[config.mk]
export PLATFORM = sky130hd
export DESIGN_NAME = tlpt_cfg
export DESIGN_NICKNAME = d
export VERILOG_FILES = /design/src/hdl/tlpt_pkg.sv /design/src/hdl/tlpt_cfg.sv
export SDC_FILE = /design/constraint.sdc
export NUM_CORES = 1
export LEC_CHECK = 0
export BUFFER_PORTS_ARGS = -buffer_cell sky130_fd_sc_hd__buf_2
export CAP_MARGIN = 0
export CORE_AREA = 2 2 60 48
export CTS_BUF_LIST = sky130_fd_sc_hd__clkbuf_4 sky130_fd_sc_hd__clkbuf_8
export CTS_CLUSTER_DIAMETER = 120
export DETAILED_ROUTE_END_ITERATION = 8
export DIE_AREA = 0 0 62 50
export GPL_TIMING_DRIVEN = 0
export HOLD_SLACK_MARGIN = 0.08
export PLACE_DENSITY_LB_ADDON = 0.1
export SLEW_MARGIN = 20
export SYNTH_ARGS = -nofsm -noshare
export SYNTH_HDL_FRONTEND = slang
export SYNTH_SLANG_ARGS = --single-unit
[constraint.sdc]
create_clock -name clk -period 1.06 [get_ports clk]
set_input_delay 0.212 -clock clk [delete_from_list [all_inputs] [get_ports clk]]
set_output_delay 0.212 -clock clk [all_outputs]
set_load 0.05 [all_outputs]
[src/hdl/tlpt_pkg.sv]
`timescale 1ns / 1ps
// ----------------------------------------------------------------------------
// tlpt_pkg
// Shared widths and codes for the two-level page table manager.
// ----------------------------------------------------------------------------
package tlpt_pkg;

    localparam int PAGE_W   = 20;                 // virtual page / physical frame number
    localparam int FLAG_W   = 12;
    localparam int CNT_W    = 21;
    localparam int CMD_W    = 3;
    localparam int ENTRY_W  = 32;
    localparam int TBL_DEPTH = 1 << PAGE_W;       // 1024 tables x 1024 entries

    localparam logic [CNT_W-1:0]  MAX_RUN = CNT_W'(TBL_DEPTH);
    localparam logic [FLAG_W-1:0] PRESENT = FLAG_W'(1);

    // commands
    localparam logic [CMD_W-1:0] CMD_MAP       = 3'd0;
    localparam logic [CMD_W-1:0] CMD_SET_ONE   = 3'd1;
    localparam logic [CMD_W-1:0] CMD_SET_RUN   = 3'd2;
    localparam logic [CMD_W-1:0] CMD_TRANSLATE = 3'd3;
    localparam logic [CMD_W-1:0] CMD_GET_FLAGS = 3'd4;

    // configuration register indexes
    localparam logic REG_TABLE_STORE_FRAME = 1'b0;

endpackage

[src/hdl/tlpt_cfg.sv]
`timescale 1ns / 1ps
// ----------------------------------------------------------------------------
// tlpt_cfg
// APB register slice: holds the frame number of page table zero.
// ----------------------------------------------------------------------------
module tlpt_cfg
    import tlpt_pkg::*;
(
    input  logic              clk,
    input  logic              rst_n,
    input  logic              psel,
    input  logic              penable,
    input  logic              pwrite,
    input  logic [2:0]        paddr,
    input  logic [31:0]       pwdata,
    output logic [31:0]       prdata,
    output logic              pready
);

    logic [PAGE_W-1:0] frame_reg;
    logic              reg_idx;

    assign reg_idx = paddr[2];
    assign pready  = 1'b1;

    always_ff @(posedge clk or negedge rst_n)
    begin
        if (!rst_n)
        begin
            frame_reg <= '0;
        end
        else if (psel && penable && pwrite && reg_idx == REG_TABLE_STORE_FRAME)
        begin
            frame_reg <= pwdata[PAGE_W-1:0];
        end
    end

    always_comb
    begin
        prdata = '0;
        unique case (reg_idx)
            REG_TABLE_STORE_FRAME: prdata = {{(32-PAGE_W){1'b0}}, frame_reg};
            default:               prdata = '0;
        endcase
    end

endmodule

# Word-level counts from Yosys, hierarchy flattened
# Index checks and enable logic that the tools add are counted.
# totals
reg_bits	20
output_inout_bits	33
wordCells	6
# classes
mux	1
n_bitwise	1
reduce_logical	3
# ops
operator	count
$mux W20	1
$logic_and A1 B1 Y1	3
$not A1 Y1	1

# Logic depth before layout (Yosys ltp)
# logic_depth
ltp_word	3
ltp_mapped	3

# Worst setup path after synthesis
# No wires, ideal clock.
# synth_path
kind	input port to output port
from	input paddr[2]
to	output prdata[0]
arrival_ns	1.109
required_ns	0.848
setup_slack_ns	-0.261
path_stages	2
path_buffers	1
cell_sequence	clkbuf_1 -> nor2b_1
# synth_via
elab_chain_len	1
# synth_rtl
item	line_no	rtl
start, declared	tlpt_cfg.sv:14	input logic [2:0] paddr,
$mux W20	tlpt_cfg.sv:41	unique case (reg_idx)
end, declared	tlpt_cfg.sv:16	output logic [31:0] prdata,
# No other way between the ends.

# Worst setup path in the final report
# layout_path
from	register frame_reg[1]
to	output prdata[1]
# layout_via
elab_chain_len	1
# layout_rtl
item	line_no	rtl
start, declared	tlpt_cfg.sv:20	logic [PAGE_W-1:0] frame_reg;
start signal, assigned	tlpt_cfg.sv:34	frame_reg <= pwdata[PAGE_W-1:0];
$mux W20	tlpt_cfg.sv:41	
# No other way between the ends.

==> metrics.yaml <==
power:
  pwr-share-clk: 0.147
  seqPwrFrac: 0.329
  swShare: 0.349
  power.density_nw_per_um2: 1650
  power_frac_comb: 0.524
  p_switching_w: 0.00109
  ir_drop_mv: 1.07
  power.internal_w: 0.00203
  leakage_nw: 1.06
critical_path:
  critPathLaunchType: "flip-flop"
  worstSetupEndpointType: "output pin"
  timing.reg2reg.setup_slack_ns: 0.06
  crit_chain: "nor2b_4, buf_8"
  critPathRequiredTime_ns: 0.85
  slowest_stage: "dfrtp_1"
  r2r_end: "frame_reg[11]$_DFFE_PN0P_"
  crit_type: "reg -> out"
  crit_family: "flip-flops"
  cp_max_fo: 2
  cp.arrival_ns: 1.03
  critPathBufInv: 1
  r2r_cells: 3
  r2r-start: "frame_reg[11]$_DFFE_PN0P_"
  startpoint: "frame_reg[1]$_DFFE_PN0P_"
  max_stage_delay_ns: 0.39
worst_hold_path:
  hold_path_class: "in -> reg"
  whs_path_depth: 2
  hold_start: "pwdata[15]"
  min_to: "frame_reg[15]$_DFFE_PN0P_"
timing:
  period_minus_slack_ns: 1.24
  max_freq_ghz: 0.806
  whs_ns: 0.121
  rsz0062_at_grt: "yes"
  worst_slack_ns: -0.180
  finalHoldViolCount: 0
  drv_slew: 0
  clock_skew_ns: 0
  setup_viol: 20
  fin_crit_sh: 1.17
placed_design:
  gp_congestion: 0.602
  hpwlAfterDp_um: 1570
  port_buffers: 45
cells_and_area:
  layout_commonest_cell: "buf_4"
  fin_nets: 202
  seq_area_um2: 500
  syn2layout_area_growth_pct: 74.3
  multiInputGateArea_um2: 648
  largest_reg_flops: 20
  drive_gt1_frac: 0.789
  final_cell_mix: "buf_4, buf_2, nor2b_4, mux2_4, dfrtp_1"
  final_util: 0.756
  diodes: 0
  fill_cells: 179
drt:
  firstDrtPassIters: 3
  routedWlPerCell_um: 12.9
  drtAntennaViolNets: 0
  via_per_inst: 4.14
  routed_wl_um: 2550
  drt-initial-drc-count: 29
  vias: 816
  post-route-drc-count: 0
clock_tree:
  htreeDepth: 1
  cts_buffers: 3
  cts_tree: "yes"
  cts_buffer_depth: 2
  clk_latency_ns: 0.30
  cts_root_buffer: "clkbuf_4"
  clk_pin_slew_worst_paths_ns: 0.12
  numClockSinks: 20
global_route:
  grt_antenna_before_repair: 0
  grt_pass1_wl_um: 3840
  first_global_vias: 845
  grt_usage: 0.174
  grt_overflow_total: 0
  grt_max_degree: 21
die:
  die_area_um2: 3100
  die_x_um: 62
  start_util: 0.433
  fp.coreArea_um2: 2500
  die-height_um: 50
  io_pins: 73
  fp-row-count: 16
logic_synthesis:
  ys_ff_latch: 20
  yosysTopAreaCell: "dfrtp_1"
  synth_top_area_share: 0.461
  seq_area_frac_synth: 0.461
  netlist_instances: 80
  syn_area_um2: 1080
  yosysWarningCount: 0
  netlist_top_cells_area: "dfrtp_1, mux2_4, nor2b_1"
  yosysUniqueCellTypes: 8
  synth.avg_cell_area_um2: 13.6
run_status:
  violations: "negative setup slack"
  status: "complete, but fails checks"
flow_run:
  maxCapViolations: 0
-- per-stage QoR --
stage               TNS [ns]  power, W  setup slack, ns  instances  area (um^2)
finish                 -2.94   0.00312           -0.180        197         1890
global route           -3.90   0.00327           -0.229        197         1890
CTS                    -3.01   0.00300           -0.159        189         1820
detailed placement     -6.98   0.00212           -0.327        172         1450
global placement       -6.94   0.00210           -0.331        172         1450
floorplan              -2.25   0.00191           -0.112         91         1180
-- cell families (layout without fill, tap and decap cells) --
kind of cell           count (synthesis)  count (layout)  synth area share
other                                  2              13           0.00692
buffers and inverters                 17              87             0.118
and+or+nand+nor                       21              21             0.137
muxes                                 20              20             0.277
DFF                                   20              20             0.461
-- worst reg2reg max path: cells and delay by family (launching register included) --
kind,cells,cell delay [ns]
buf+inv,2,0.25
mux,1,0.25
flops,1,0.40
-- synthesized netlist by cell type --
| cell | instances |
|---|---|
| buf_4 | 13 |
| buf_6 | 2 |
| clkbuf_1 | 2 |
| conb_1 | 2 |
| dfrtp_1 | 20 |
| mux2_4 | 20 |
| nand4b_4 | 1 |
| nor2b_1 | 20 |
-- worst max path at each step --
stage,to,slack (ns),depth (start not counted)
global placement,prdata[10],-0.33,4
CTS,prdata[11],-0.16,2
global route,prdata[1],-0.23,2
detailed placement,prdata[10],-0.33,4
floorplan,prdata[0],-0.11,2
finish,prdata[1],-0.18,2
-- metal layers --
layer | global-route usage | part of all wire
met5 | 0 | 0
met4 | 0.0638 | 0.011
met3 | 0.0420 | 0.066
met2 | 0.297 | 0.52
met1 | 0.205 | 0.40
-- cell type report --
cell class	instances	area share
Buffer	17	0.0715
Clock buffer	4	0.0192
Sequential cell	20	0.265
Tap cell	36	0.0238
Timing Repair Buffer	66	0.278
Multi-Input combinational cell	54	0.343
-- power by group through the flow --
stage / registers (W) / clock network, W / logic (W)
after floorplan: 0.000997 / 0 / 0.000915
after global placement: 0.00102 / 0 / 0.00108
after detailed placement: 0.00103 / 0 / 0.00110
after CTS: 0.00102 / 0.000470 / 0.00151
after global routing: 0.00104 / 0.000516 / 0.00171
final: 0.00103 / 0.000459 / 0.00163
-- what timing repair did --
item,4_1_cts,5_1_grt
setup endpoints to repair,20,20
hold buffers,1,0
pin swaps,0,0
gates resized for setup,64,4
hold endpoints to repair,20,0
setup buffers,12,8
Power figures use the tool's default switching activity.
